`config.mk`:
```
export PLATFORM = sky130hd
export DESIGN_NAME = tpi_queue
export DESIGN_NICKNAME = d
export VERILOG_FILES = /design/src/hw/rtl/tpi_pkg.sv /design/src/hw/rtl/tpi_queue.sv
export SDC_FILE = /design/constraint.sdc
export NUM_CORES = 1
export LEC_CHECK = 0
export BUFFER_PORTS_ARGS = -buffer_cell sky130_fd_sc_hd__buf_2
export CELL_PAD_IN_SITES_DETAIL_PLACEMENT = 0
export CELL_PAD_IN_SITES_GLOBAL_PLACEMENT = 1
export CORE_AREA = 2 2 168 170
export DETAILED_ROUTE_END_ITERATION = 6
export DIE_AREA = 0 0 170 172
export PLACE_DENSITY = 0.77
export SLEW_MARGIN = 25
export SYNTH_ARGS = -nofsm -noshare
export SYNTH_HDL_FRONTEND = slang
export SYNTH_SLANG_ARGS = --single-unit
```
`constraint.sdc`:
```
create_clock -name clk -period 9.1 [get_ports clk]
set_input_delay 0 -clock clk [delete_from_list [all_inputs] [get_ports clk]]
set_output_delay 0 -clock clk [all_outputs]
set_load 0.01 [all_outputs]
```
`src/hw/rtl/tpi_pkg.sv`:
```
// Shared types, constants and helpers for the trilinear periodic interpolator.
`timescale 1ns / 1ps
package tpi_pkg;
  localparam int MAX_POINTS  = 32768;
  localparam int ADDR_W      = $clog2(MAX_POINTS);
  localparam int SAMPLE_BITS = 16;
  localparam int CELL_W      = 5;
  localparam int SIZE_W      = 6;
  localparam int FRAC_W      = 16;
  localparam int WT_W        = FRAC_W + 1;
  localparam int PLANE_W     = 10;
  localparam int CFG_IDX_W   = 2;
  localparam int QDEPTH      = 2;

  localparam logic [CFG_IDX_W-1:0] CFG_SIZE_X = 2'd0;
  localparam logic [CFG_IDX_W-1:0] CFG_SIZE_Y = 2'd1;
  localparam logic [CFG_IDX_W-1:0] CFG_SIZE_Z = 2'd2;

  localparam logic [SIZE_W-1:0] SIZE_MAX = 6'd32;

  typedef enum logic [1:0] {
    ST_INTERP = 2'd0,
    ST_WRITE  = 2'd1,
    ST_RANGE  = 2'd2
  } status_t;

  typedef struct packed {
    status_t                 kind;
    logic [ADDR_W-1:0]       point_index;
    logic [SAMPLE_BITS-1:0]  samp_z;
    logic [SAMPLE_BITS-1:0]  samp_y;
    logic [SAMPLE_BITS-1:0]  samp_x;
    logic [CELL_W-1:0]       i0;
    logic [CELL_W-1:0]       i1;
    logic [CELL_W-1:0]       j0;
    logic [CELL_W-1:0]       j1;
    logic [PLANE_W-1:0]      plane0;
    logic [PLANE_W-1:0]      plane1;
    logic [SIZE_W-1:0]       size_x;
    logic [FRAC_W-1:0]       fx;
    logic [FRAC_W-1:0]       fy;
    logic [FRAC_W-1:0]       fz;
  } job_t;

  function automatic logic [SIZE_W-1:0] eff_size(input logic [SIZE_W-1:0] s);
    logic [SIZE_W-1:0] r;
    r = s;
    if (s == '0) r = 6'd1;
    else if (s > SIZE_MAX) r = SIZE_MAX;
    return r;
  endfunction

  function automatic logic [CELL_W-1:0] up_index(input logic [CELL_W-1:0] i,
                                                 input logic [SIZE_W-1:0] n);
    logic [SIZE_W-1:0] nx;
    nx = {1'b0, i} + 6'd1;
    return (nx >= n) ? '0 : nx[CELL_W-1:0];
  endfunction
endpackage

```
`src/hw/rtl/tpi_queue.sv`:
```
// Two-entry job queue between front end and back end.
`timescale 1ns / 1ps
module tpi_queue (
  input  logic          clk,
  input  logic          rst_n,
  input  logic          push,
  input  tpi_pkg::job_t push_job,
  output logic          full,
  input  logic          pop,
  output logic          empty,
  output tpi_pkg::job_t head
);
  localparam int PTR_W = $clog2(tpi_pkg::QDEPTH);

  tpi_pkg::job_t    slot_r [tpi_pkg::QDEPTH];
  logic [PTR_W:0]   count_r, count_nxt;
  logic [PTR_W-1:0] wr_ptr_r, rd_ptr_r;
  logic             do_push, do_pop;

  assign full    = (count_r == (PTR_W+1)'(tpi_pkg::QDEPTH));
  assign empty   = (count_r == '0);
  assign head    = slot_r[rd_ptr_r];
  assign do_push = push && !full;
  assign do_pop  = pop && !empty;

  always_comb begin
    count_nxt = count_r;
    if (do_push && !do_pop) count_nxt = count_r + 1'b1;
    else if (do_pop && !do_push) count_nxt = count_r - 1'b1;
  end

  always_ff @(posedge clk) begin
    if (!rst_n) begin
      count_r  <= '0;
      wr_ptr_r <= '0;
      rd_ptr_r <= '0;
    end else begin
      count_r <= count_nxt;
      if (do_push) wr_ptr_r <= wr_ptr_r + 1'b1;
      if (do_pop) rd_ptr_r <= rd_ptr_r + 1'b1;
    end
  end

  always_ff @(posedge clk) begin
    if (do_push) slot_r[wr_ptr_r] <= push_job;
  end
endmodule

```
==> results.json <==
{
  "run_status": "complete, no violations",
  "mappedNetlistNets": 684,
  "min-delay-path-class": "primary input to flip-flop",
  "post-dp-hpwl_um": 15060,
  "fp.coreArea_um2": 27480,
  "timing.critical_path.from_type": "flip-flop",
  "grt_pass1_vias": 7028,
  "boundaryPins": 324,
  "number_of_hold_violations_in_the_final_report": 0,
  "timing.setup.tns_ns": 0,
  "path_cells": "buf_4 -> mux2_2 -> buf_2",
  "worst-path-buf-inv": 2,
  "setup_viol_count_final": 0,
  "timing.rr.end": "slot_r[0][64]$_DFFE_PP_",
  "endpoint_kind_of_the_worst_setup_timing_path": "output pin",
  "yosys.area.top_type_share_pct": 78.50,
  "power_mw": 4.478,
  "vias": 6706,
  "fmaxAchievable_mhz": 382.3,
  "cts_root_buffer": "sky130_fd_sc_hd__clkbuf_16",
  "rsz0062_at_grt": "no",
  "initialDrtViolationCount": 354,
  "synth_area_per_cell_um2": 23.39,
  "numCtsBuffers": 34,
  "max_stage_delay_ns": 0.86,
  "wirelength_um": 25450,
  "dieArea_um2": 29240,
  "timing.critical_path.max_delay_family": "buffers and inverters",
  "maxSlewHeadroom_pct": 33.47,
  "mappedNetlistArea_um2": 12160,
  "antenna_violations_before_repair": 1,
  "syn-instance-count": 520,
  "power.ir.vdd_worst_mv": 0.1870,
  "clock_skew_ns": 0.009916,
  "globalRouteTotalUtil_pct": 16.60,
  "power.density_cell_area_nw_per_um2": 265.2,
  "place.port_buffers": 323,
  "clkLatencyLatePin_ns": 0.49,
  "period_minus_slack_ns": 2.616,
  "slowest_cell_on_the_critical_path": "sky130_fd_sc_hd__buf_4",
  "std_cell_rows": 61,
  "globalRouteOverflowTotal": 0,
  "fraction_of_layout_instances_using_a_drive_strength_above_1_pct": 51.09,
  "cts_buffer_depth": 3,
  "htree_levels": 2,
  "worstPathArrival_ns": 2.62,
  "ys_ff_latch": 323,
  "gp_routability_congestion": 0.7022,
  "clk_pin_slew_ns": 0.06,
  "leading_post_synthesis_cells_by_cell_area": "sky130_fd_sc_hd__edfxtp_1 (79%), sky130_fd_sc_hd__mux2_4 (14%), sky130_fd_sc_hd__mux2_2 (4.5%)",
  "netlist-cell-type-count": 21,
  "final_core_utilization_pct": 61.44,
  "synth-warning-count": 0,
  "floorplan.initialDensity_pct": 44.27,
  "grt_pass1_wl_um": 37060,
  "min_delay_path_depth": 2,
  "ff2ff_path_depth": 5,
  "cts.repair_timing.setup_buffer_count": 0,
  "detail_route.wl_per_cell_um": 18.20,
  "hp-start": "push",
  "synthToLayoutAreaGrowth_pct": 38.79,
  "finalNetCount": 1195,
  "min_delay_worst_endpoint": "slot_r[1][147]$_DFFE_PP_",
  "clock-sinks": 323,
  "drt.antenna.violating_nets": 0,
  "worstMarginPinSlew_ns": 0.9979,
  "netlist.top_cell.by_area": "sky130_fd_sc_hd__edfxtp_1",
  "timing_max_transition_violations_final": 0,
  "dr.pass1.iters": 6,
  "final.period_utilization_pct": 28.74,
  "drc_errors": 0,
  "grt_max_degree": 86,
  "power.static_leakage_nw": 6.573,
  "die_boundary_width_um": 170,
  "reg2reg_setup_slack_ns": 6.57,
  "maxCapViolations": 0,
  "r2r_start": "count_r[0]$_SDFFE_PN0P_",
  "postCtsResizedCells": 0,
  "timing_worst_setup_path_type": "flip-flop to output pin",
  "die_y_um": 172,
  "critical_path_depth": 3,
  "cts_tree": "built",
  "synth-seq-area-share_pct": 79.33,
  "crit_required_ns": 9.10,
  "avgViaCountPerCell": 4.797,
  "crit_fanout": 59
}
[flip-flops by register name (all words and copies together) (netlist names), named ones only]
| name | flops |
|---|---|
| count_r | 2 |
| slot_r | 318 |
| wr_ptr_r | 1 |
| rd_ptr_r | 1 |
[Yosys cell counts]
library cell and number:
sky130_fd_sc_hd__and3_1 1, sky130_fd_sc_hd__xnor2_1 2, sky130_fd_sc_hd__nand2b_1 1, sky130_fd_sc_hd__xor2_1 1
sky130_fd_sc_hd__edfxtp_1 318, sky130_fd_sc_hd__mux2_4 110, sky130_fd_sc_hd__dfxtp_1 5, sky130_fd_sc_hd__a21boi_0 1
sky130_fd_sc_hd__o21a_1 1, sky130_fd_sc_hd__inv_1 2, sky130_fd_sc_hd__nor2_1 2, sky130_fd_sc_hd__nor3_2 1
sky130_fd_sc_hd__mux2_2 49, sky130_fd_sc_hd__ha_1 1, sky130_fd_sc_hd__a21boi_1 1, sky130_fd_sc_hd__or3_1 1
sky130_fd_sc_hd__buf_6 14, sky130_fd_sc_hd__o21ai_1 1, sky130_fd_sc_hd__and2_1 3, sky130_fd_sc_hd__buf_2 4
sky130_fd_sc_hd__o21ai_0 1
[through the flow]
step / cell area, um2 / setup WS (ns) / std cells / hold slack, ns
2_1_floorplan: 12160 / 1.756 / 520 / 0.09887
4_1_cts: 16830 / 5.973 / 1395 / 0.1850
3_5_place_dp: 14100 / 6.381 / 1177 / 0.1907
5_1_grt: 16880 / 6.319 / 1398 / 0.1499
3_3_place_gp: 14100 / 6.082 / 1177 / 0.1877
6_report: 16880 / 6.484 / 1398 / 0.1468
[cell type report]
cell class	instances	area, um2
antenna	1	2.502
clock buffer	43	948.4
clock inverter	13	162.7
fill	1986	10590
inverter	2	7.507
multi-input combinational	177	2341
sequential	323	9653
tap	346	432.9
timing repair buffer	493	3334
[cell usage in the layout (no fill, tap or decap), drive strengths merged, types with 2 or more instances in the layout]
| master | synthesis | routed |
|---|---|---|
| clkinvlp | 0 | 2 |
| xnor2 | 2 | 2 |
| mux2 | 159 | 159 |
| clkbuf | 0 | 43 |
| nor2 | 2 | 2 |
| and2 | 3 | 3 |
| bufinv | 0 | 4 |
| dlygate4sd3 | 0 | 162 |
| a21boi | 2 | 2 |
| clkinv | 0 | 7 |
| edfxtp | 318 | 318 |
| o21ai | 2 | 2 |
| buf | 18 | 331 |
| dfxtp | 5 | 5 |
| inv | 2 | 2 |
[logic make-up after synthesis]
kind of cell	after synthesis	synth area share, %
multiplexers	159	18.11
XOR/XNOR	3	0.2160
flip-flops	323	79.33
AO/OA/AOI/OAI	5	0.2674
AND/OR/NAND/NOR	9	0.4527
buffers and inverters	20	1.522
adder cells (fa/ha/maj)	1	0.1028
[per-layer routing]
layer | vias to the layer above | part of all wire, % | global-route usage [%]
li1 | 3092 | - | -
met1 | 3314 | 38 | 18.66
met2 | 247 | 52 | 30.38
met3 | 53 | 6.7 | 4.692
met4 | 0 | 3.0 | 5.723
met5 | - | 0 | 0
[worst max path at each step]
stage	endpoint	slack, ns
detailed placement	slot_r[1][59]$_DFFE_PP_	6.38
global route	head[25]	6.32
CTS	head[25]	5.97
floorplan	slot_r[0][0]$_DFFE_PP_	1.76
global placement	slot_r[1][64]$_DFFE_PP_	6.08
finish	head[9]	6.48
[power by group]
group	leakage [nW]	switching (mW)	internal (mW)
sequential	3.01	0.0687	1.87
clock	0.533	0.528	0.846
combinational	3.03	0.568	0.595
total	6.57	1.17	3.31
[what timing repair did]
item	CTS	global route
hold buffers	162	0
hold endpoints to repair	323	0
setup endpoints to repair	0	0
No activity file was read; power rests on OpenSTA's default activity.
