### config.mk
export PLATFORM = sky130hd
export DESIGN_NAME = tpi_front
export DESIGN_NICKNAME = d
export VERILOG_FILES = /design/src/hw/rtl/tpi_pkg.sv /design/src/hw/rtl/tpi_front.sv
export SDC_FILE = /design/constraint.sdc
export NUM_CORES = 1
export LEC_CHECK = 0
export ABC_AREA = 0
export BUFFER_PORTS_ARGS = -buffer_cell sky130_fd_sc_hd__buf_2
export CORE_AREA = 8 8 112 114
export DETAILED_ROUTE_END_ITERATION = 7
export DIE_AREA = 0 0 120 122
export GPL_ROUTABILITY_DRIVEN = 0
export PLACE_DENSITY = 0.72
export RECOVER_POWER = 100
export REMOVE_ABC_BUFFERS = 1
export SLEW_MARGIN = 20
export SYNTH_ARGS = -nofsm -noshare
export SYNTH_HDL_FRONTEND = slang
export SYNTH_SLANG_ARGS = --single-unit
### constraint.sdc
create_clock -name vclk -period 6.27
set_clock_uncertainty 0.1 [all_clocks]
set_input_delay 1.254 -clock vclk [all_inputs]
set_output_delay 1.254 -clock vclk [all_outputs]
set_load 0.05 [all_outputs]
### src/hw/rtl/tpi_pkg.sv
// Shared types, constants and helpers for the trilinear periodic interpolator.
`timescale 1ns / 1ps
package tpi_pkg;
  localparam int MAX_POINTS  = 32768;
  localparam int ADDR_W      = $clog2(MAX_POINTS);
  localparam int SAMPLE_BITS = 16;
  localparam int CELL_W      = 5;
  localparam int SIZE_W      = 6;
  localparam int FRAC_W      = 16;
  localparam int WT_W        = FRAC_W + 1;
  localparam int PLANE_W     = 10;
  localparam int CFG_IDX_W   = 2;
  localparam int QDEPTH      = 2;

  localparam logic [CFG_IDX_W-1:0] CFG_SIZE_X = 2'd0;
  localparam logic [CFG_IDX_W-1:0] CFG_SIZE_Y = 2'd1;
  localparam logic [CFG_IDX_W-1:0] CFG_SIZE_Z = 2'd2;

  localparam logic [SIZE_W-1:0] SIZE_MAX = 6'd32;

  typedef enum logic [1:0] {
    ST_INTERP = 2'd0,
    ST_WRITE  = 2'd1,
    ST_RANGE  = 2'd2
  } status_t;

  typedef struct packed {
    status_t                 kind;
    logic [ADDR_W-1:0]       point_index;
    logic [SAMPLE_BITS-1:0]  samp_z;
    logic [SAMPLE_BITS-1:0]  samp_y;
    logic [SAMPLE_BITS-1:0]  samp_x;
    logic [CELL_W-1:0]       i0;
    logic [CELL_W-1:0]       i1;
    logic [CELL_W-1:0]       j0;
    logic [CELL_W-1:0]       j1;
    logic [PLANE_W-1:0]      plane0;
    logic [PLANE_W-1:0]      plane1;
    logic [SIZE_W-1:0]       size_x;
    logic [FRAC_W-1:0]       fx;
    logic [FRAC_W-1:0]       fy;
    logic [FRAC_W-1:0]       fz;
  } job_t;

  function automatic logic [SIZE_W-1:0] eff_size(input logic [SIZE_W-1:0] s);
    logic [SIZE_W-1:0] r;
    r = s;
    if (s == '0) r = 6'd1;
    else if (s > SIZE_MAX) r = SIZE_MAX;
    return r;
  endfunction

  function automatic logic [CELL_W-1:0] up_index(input logic [CELL_W-1:0] i,
                                                 input logic [SIZE_W-1:0] n);
    logic [SIZE_W-1:0] nx;
    nx = {1'b0, i} + 6'd1;
    return (nx >= n) ? '0 : nx[CELL_W-1:0];
  endfunction
endpackage

### src/hw/rtl/tpi_front.sv
// Front end: classify an incoming word and precompute its corner indices.
`timescale 1ns / 1ps
module tpi_front (
  input  logic                             in_action,
  input  logic [tpi_pkg::ADDR_W-1:0]       in_point_index,
  input  logic [tpi_pkg::SAMPLE_BITS-1:0]  in_sample_x,
  input  logic [tpi_pkg::SAMPLE_BITS-1:0]  in_sample_y,
  input  logic [tpi_pkg::SAMPLE_BITS-1:0]  in_sample_z,
  input  logic [tpi_pkg::CELL_W-1:0]       in_cell_x,
  input  logic [tpi_pkg::CELL_W-1:0]       in_cell_y,
  input  logic [tpi_pkg::CELL_W-1:0]       in_cell_z,
  input  logic [tpi_pkg::FRAC_W-1:0]       in_frac_x,
  input  logic [tpi_pkg::FRAC_W-1:0]       in_frac_y,
  input  logic [tpi_pkg::FRAC_W-1:0]       in_frac_z,
  input  logic [tpi_pkg::SIZE_W-1:0]       size_x,
  input  logic [tpi_pkg::SIZE_W-1:0]       size_y,
  input  logic [tpi_pkg::SIZE_W-1:0]       size_z,
  output tpi_pkg::job_t                    job
);
  logic [tpi_pkg::SIZE_W-1:0]   ex, ey, ez;
  logic [tpi_pkg::CELL_W-1:0]   k1;
  logic [2*tpi_pkg::SIZE_W-1:0] p0, p1;
  logic                         oor;

  always_comb begin
    ex  = tpi_pkg::eff_size(size_x);
    ey  = tpi_pkg::eff_size(size_y);
    ez  = tpi_pkg::eff_size(size_z);
    oor = ({1'b0, in_cell_x} >= ex) || ({1'b0, in_cell_y} >= ey) ||
          ({1'b0, in_cell_z} >= ez);
    k1  = tpi_pkg::up_index(in_cell_z, ez);
    p0  = (2*tpi_pkg::SIZE_W)'(ey * {1'b0, in_cell_z});
    p1  = (2*tpi_pkg::SIZE_W)'(ey * {1'b0, k1});

    job.point_index = in_point_index;
    job.samp_x      = in_sample_x;
    job.samp_y      = in_sample_y;
    job.samp_z      = in_sample_z;
    job.i0          = in_cell_x;
    job.i1          = tpi_pkg::up_index(in_cell_x, ex);
    job.j0          = in_cell_y;
    job.j1          = tpi_pkg::up_index(in_cell_y, ey);
    job.plane0      = p0[tpi_pkg::PLANE_W-1:0];
    job.plane1      = p1[tpi_pkg::PLANE_W-1:0];
    job.size_x      = ex;
    job.fx          = in_frac_x;
    job.fy          = in_frac_y;
    job.fz          = in_frac_z;
    if (!in_action) job.kind = tpi_pkg::ST_WRITE;
    else if (oor) job.kind = tpi_pkg::ST_RANGE;
    else job.kind = tpi_pkg::ST_INTERP;
  end
endmodule

==> reports/metrics.cfg, run 1 <==
[power]
switching_share_pct = 61.7
power_frac_clock_pct = 0
ir_drop_uv = 234
combPwrFrac_pct = 100.0
p_sw_mw = 0.374
seqPwrFrac_pct = 0
p_leak_nw = 2.19
p_int_mw = 0.232
p_per_area_nw_per_um2 = 146

[setup_path]
cp.required_ps = 4920
worstPathArrival_ps = 5560
crit_fanout = 7
cpPeakStageDelay_ps = 520
endpoint_kind = primary output
crit_slowest_cell = fa_1
path_cells = buf_8 -> ha_4 -> nand3_4 -> xnor2_4 -> ha_4 -> a21o_1 -> a21oi_2 -> o21a_4 -> and2_4 -> nand2_4 -> fa_1 -> fa_1 -> fa_1 -> inv_2 -> ha_4 -> a21oi_4 -> nor2_2 -> a211oi_4 -> a21oi_2 -> xnor2_1 -> buf_4
cp-start-kind = primary input
critPathKind = in2out

[route]
wl_per_cell_um = 36.1
totalWireLength_um = 23100
drc = 0
vias_per_cell = 5.21
vias = 3326
dr.pass1.iters = 4
ant_nets = 0
drt-initial-drc-count = 181

[timing]
finalSetupViolations = 6
worst_pin_slew_ps = 643
post-route-period-util_pct = 110
max_slew_margin_pct = 57.3
min_period_ps = 6910
final_max_slew_viol_count = 0
rsz0062_at_grt = true
hold_viol_final = 0
setup_ws_ps = -641
fmax_ghz = 0.145
finalSetupTns_ps = -2720

[global_routing]
antenna_found_initial = 0
grt_max_degree = 10
track_usage_pct = 30.0
grt_pass1_wl_um = 29900
grt_pass1_vias = 3491
grt-ovfl-total = 0

[cells_and_area]
seq_area_um2 = 0
seq_cells = 0
fill_cells = 1104
area_delta_synth_final_pct = 13.8
final_nets = 739
drive_gt1_share_pct = 35.1
fin_cells = 639
finish.utilization_pct = 38.8
diodes = 0
multi_input_area_um2 = 2800
clockBufferCount = 0

[die]
die-area_um2 = 14600
die_h_um = 122
start_util_pct = 34.1
core-area_um2 = 10700
die_w_um = 120
rows = 38
io-pin-count = 304

[placed_design]
dp_cells = 622
dpl_worst_slack_ps = -1090
portBuffers = 82
place_hpwl_um = 21500

[yosys]
yosysWarnings = 0
yosys.area.top_type = buf_4
synth.area.top_cells = buf_4 (25%), ha_1 (24%), fa_1 (12%)
yosysMostFrequentCell = buf_4
syn_inst = 471
synth_top_area_share_pct = 25.5
synthTopCellsByCount = buf_4 (124), ha_1 (71), inv_1 (48)
avgSynthCellArea_um2 = 7.75
synth_area_um2 = 3650
synth-seq-area-share_pct = 0
ys_types = 36

[min_path]
hold_class = in2out
worstHoldPathCells = 0
worstHoldStart = in_sample_z[10]
whs_endpoint = job[136]

[clock_tree]
cts_hold_buf = 0

[job]
drv_cap = 0

[status]
violations = negative setup slack
status = complete, but fails checks

[placed cells by master (no fill, tap or decap), drive strengths merged, types with 14 or more instances in the layout]
cell and n:
and2 16, nor2 42, inv 48, nand2 35, fa 22, xnor2 19
nand3 14, ha 71, buf 118, clkbuf 39
[per-stage QoR]
step / power (mW) / cell area [µm²] / hold WS (ps)
finish: 0.606 / 4160 / 2410
global placement: 0.499 / 3720 / 2410
detailed placement: 0.512 / 3720 / 2410
CTS: 0.569 / 3990 / 2410
floorplan: 0.333 / 2700 / 2410
global route: 0.649 / 4160 / 2410
[worst max path at each step]
stage | from | end | cells past startpoint
global route | in_cell_z[0] | job[63] | 21
finish | in_cell_z[0] | job[63] | 21
floorplan | in_cell_z[0] | job[63] | 19
global placement | in_cell_z[0] | job[63] | 21
detailed placement | in_cell_z[1] | job[62] | 21
CTS | in_cell_z[1] | job[62] | 20
[power by group through the flow]
stage	Combinational (mW)	Clock [mW]	Sequential, mW
after CTS	0.569	0	0
after detailed placement	0.512	0	0
final	0.606	0	0
after global routing	0.649	0	0
after global placement	0.499	0	0
after floorplan	0.333	0	0
[worst max-delay path, delay by kind of cell]
| kind | cells | cell delay, ps |
|---|---|---|
| AOI/OAI and AO/OA | 6 | 1030 |
| xor gates and xnor gates | 2 | 380 |
| adders and majority gates | 6 | 2150 |
| buffers and inverters | 3 | 360 |
| and+or+nand+nor | 4 | 370 |
[routing by layer]
metal | global-route usage [%] | routed length (µm) | vias up
li1 | - | - | 1444
met1 | 16.9 | 4540 | 1487
met2 | 47.7 | 10100 | 331
met3 | 40.1 | 6680 | 54
met4 | 15.0 | 1530 | 10
met5 | 12.5 | 253 | -
[timing repair]
item                       4_1_cts  5_1_grt
setup endpoints to repair       11       11
pin swaps                       42       31
gates resized for setup         48       30
setup buffers                   12        7
[cell type report]
cell class / count / area share [%]
multi-input cells: 294 / 67.3
repair buffers: 157 / 24.1
inverters: 48 / 4.34
well taps: 140 / 4.22
[cell families after synthesis]
group / after synthesis / share of synthesized area [%]
XOR/XNOR: 26 / 6.75
adder cells (fa/ha/maj): 93 / 36.4
AND/OR/NAND/NOR: 129 / 16.9
buffers and inverters: 177 / 31.0
AO/OA/AOI/OAI: 46 / 8.94
No activity file was read; power rests on OpenSTA's default activity.
==> inputs of run 2 (changes only) <==
CORE_AREA = 4 4 117 119   (was 8 8 112 114)
DIE_AREA = 0 0 121 123   (was 0 0 120 122)
PLACE_DENSITY = 0.62   (was 0.72)
RECOVER_POWER = default   (was 100)
==> run 2 against run 1 <==
Net effect: the flow still finishes with violations (negative setup slack); power grew 0.97%; global-route usage shrank 0.66 points; fmax grew 1.7%; count of clock-buffer cells in the layout is the same; final area grew 2.0%; utilization shrank 5.1 points; critical path depth shrank 1; cell count grew 4.5%; hold slack is essentially flat; sequential cell count is the same; routed wire length shrank 2.3%; sequential share of layout area is the same.
==> reports/metrics.cfg, run 2 (synthesis results as in run 1) <==
[status]
status = complete, but fails checks
violations = negative setup slack

[cells_and_area]
seq_cells = 0  ; unchanged
fin_cells = 668  ; +4.5%
fill_cells = 1312  ; +19%
multi_input_area_um2 = 2800  ; about the same
diodes = 0  ; unchanged
final_cell_mix = buf_2 (71), buf_4 (67), ha_1 (61)
seq_area_um2 = 0  ; unchanged
clockBufferCount = 0  ; unchanged
final_common_cell = buf_2
drive_gt1_share_pct = 41.3  ; +6.3 points
area_delta_synth_final_pct = 16.1
final_nets = 736  ; -0.41%

[route]
drc = 0  ; unchanged
wl_per_cell_um = 33.8  ; -6.5%
totalWireLength_um = 22600  ; -2.3%
ant_nets = 0  ; unchanged
vias_per_cell = 4.84  ; -7.0%
vias = 3234  ; -2.8%
drt-initial-drc-count = 190  ; +5.0%
dr.pass1.iters = 4  ; unchanged

[placed_design]
portBuffers = 82  ; unchanged
place_hpwl_um = 21100  ; -2.0%
dp_cells = 657  ; +5.6%
dpl_worst_slack_ps = -984  ; +107 ps

[global_routing]
grt-ovfl-total = 0  ; unchanged
antenna_found_initial = 0  ; unchanged
track_usage_pct = 29.4  ; -0.66 points
grt_pass1_vias = 3235  ; -7.3%
grt_max_degree = 11  ; +1
grt_pass1_wl_um = 29200  ; -2.5%

[power]
power_frac_clock_pct = 0  ; unchanged
p_total_mw = 0.612  ; +0.97%
switching_share_pct = 60.6  ; -1.1 points
combPwrFrac_pct = 100.0  ; about the same
p_per_area_nw_per_um2 = 144  ; -1.1%
seqPwrFrac_pct = 0  ; unchanged
p_sw_mw = 0.371  ; -0.77%
p_leak_nw = 2.28  ; +4.3%
p_int_mw = 0.241  ; +3.8%
ir_drop_uv = 176  ; -25%

[setup_path]
endpoint_kind = primary output
cpPeakStageDelay_ps = 520  ; about the same
path_cells = buf_8 -> ha_4 -> xor2_2 -> ha_1 -> a21o_1 -> a31oi_1 -> o21a_2 -> and2_4 -> nand2_2 -> fa_1 -> fa_1 -> fa_1 -> inv_2 -> ha_4 -> a21oi_4 -> nor2_4 -> a211oi_4 -> a21oi_2 -> xnor2_1 -> buf_4
cp_common_cell = fa_1
critPathKind = in2out
crit_slowest_cell = fa_1
cp.required_ps = 4920  ; about the same
worstPathArrival_ps = 5440  ; -120 ps
crit_fanout = 6  ; -1
cp-start-kind = primary input

[die]
die_w_um = 121  ; +0.83%
core-area_um2 = 12600  ; +17%
die-area_um2 = 14900  ; +1.7%
die_h_um = 123  ; +0.82%
rows = 41  ; +7.9%
io-pin-count = 304  ; unchanged
start_util_pct = 29.0  ; -5.1 points

[timing]
worst_pin_slew_ps = 402  ; -241 ps
rsz0062_at_grt = true
whs_ps = 2410  ; +0.300 ps
post-route-period-util_pct = 108  ; -1.8 points
fmax_ghz = 0.147  ; +1.7%
setup_ws_ps = -526  ; +116 ps
final_max_slew_viol_count = 0  ; unchanged
min_period_ps = 6800  ; -116 ps
finalSetupViolations = 6  ; unchanged
hold_viol_final = 0  ; unchanged
max_slew_margin_pct = 72.9  ; +16 points

[min_path]
whs_endpoint = job[101]
worstHoldPathCells = 0  ; unchanged
hold_class = in2out
worstHoldStart = in_sample_x[7]

[clock_tree]
cts_hold_buf = 0  ; unchanged

[job]
drv_cap = 0  ; unchanged

==> run 2: changes by cell type in the layout (fill, tap and decap cells not counted), moves of 3 or more <==
cell / before / now
nand2_2: 5 / 1
clkbuf_2: 3 / 0
buf_6: 8 / 14
buf_2: 33 / 71
buf_4: 75 / 67
clkbuf_1: 35 / 0
nand2_1: 29 / 32
==> run 2: power by group through the flow <==
stage | combinational, mW | sequential [mW] | clock, mW
final | 0.612 | 0 | 0
after global routing | 0.660 | 0 | 0
after CTS | 0.572 | 0 | 0
after detailed placement | 0.510 | 0 | 0
after global placement | 0.502 | 0 | 0
after floorplan | 0.333 | 0 | 0
==> run 2: worst max-delay path, delay by kind of cell <==
family	cells	cell delay [ps]
AO/OA/AOI/OAI	6	1030
XOR/XNOR	2	320
buffers and inverters	3	370
adder cells (fa/ha/maj)	6	2190
AND/OR/NAND/NOR	3	270
==> run 2: worst max-delay path by stage <==
| stage | from | to | depth (start not counted) |
|---|---|---|---|
| floorplan | in_cell_z[0] | job[63] | 19 |
| global placement | in_cell_z[0] | job[62] | 21 |
| detailed placement | in_cell_z[0] | job[63] | 21 |
| CTS | in_cell_z[1] | job[63] | 21 |
| global route | in_cell_z[1] | job[63] | 20 |
| finish | in_cell_z[1] | job[63] | 20 |
==> run 2: what timing repair did <==
action                                  in CTS  in global routing
endpoints found under the setup margin      11                 11
setup buffers                                8                  4
gates resized for setup                     50                 30
cloned                                       0                  0
pin swaps                                   38                 35
==> run 2: metrics by stage <==
stage,TNS (ps),utilization (%),area [µm²]
6_report,-2440,33.7,4240
5_1_grt,-3530,33.7,4240
4_1_cts,-2240,32.2,4050
3_5_place_dp,-5490,30.1,3780
3_3_place_gp,-5140,30.1,3780
2_1_floorplan,-6130,-,2700
==> run 2: layout make-up <==
cell class	count	share of cell area [%]
multi-input combinational	294	66.0
timing repair buffer	154	24.7
tap	172	5.08
inverter	48	4.25
==> run 2: routing by layer <==
| layer | routed length [µm] | track usage (%) |
|---|---|---|
| met1 | 4770 | 18.8 |
| met2 | 10100 | 47.6 |
| met3 | 6660 | 38.7 |
| met4 | 883 | 8.71 |
| met5 | 126 | 8.33 |
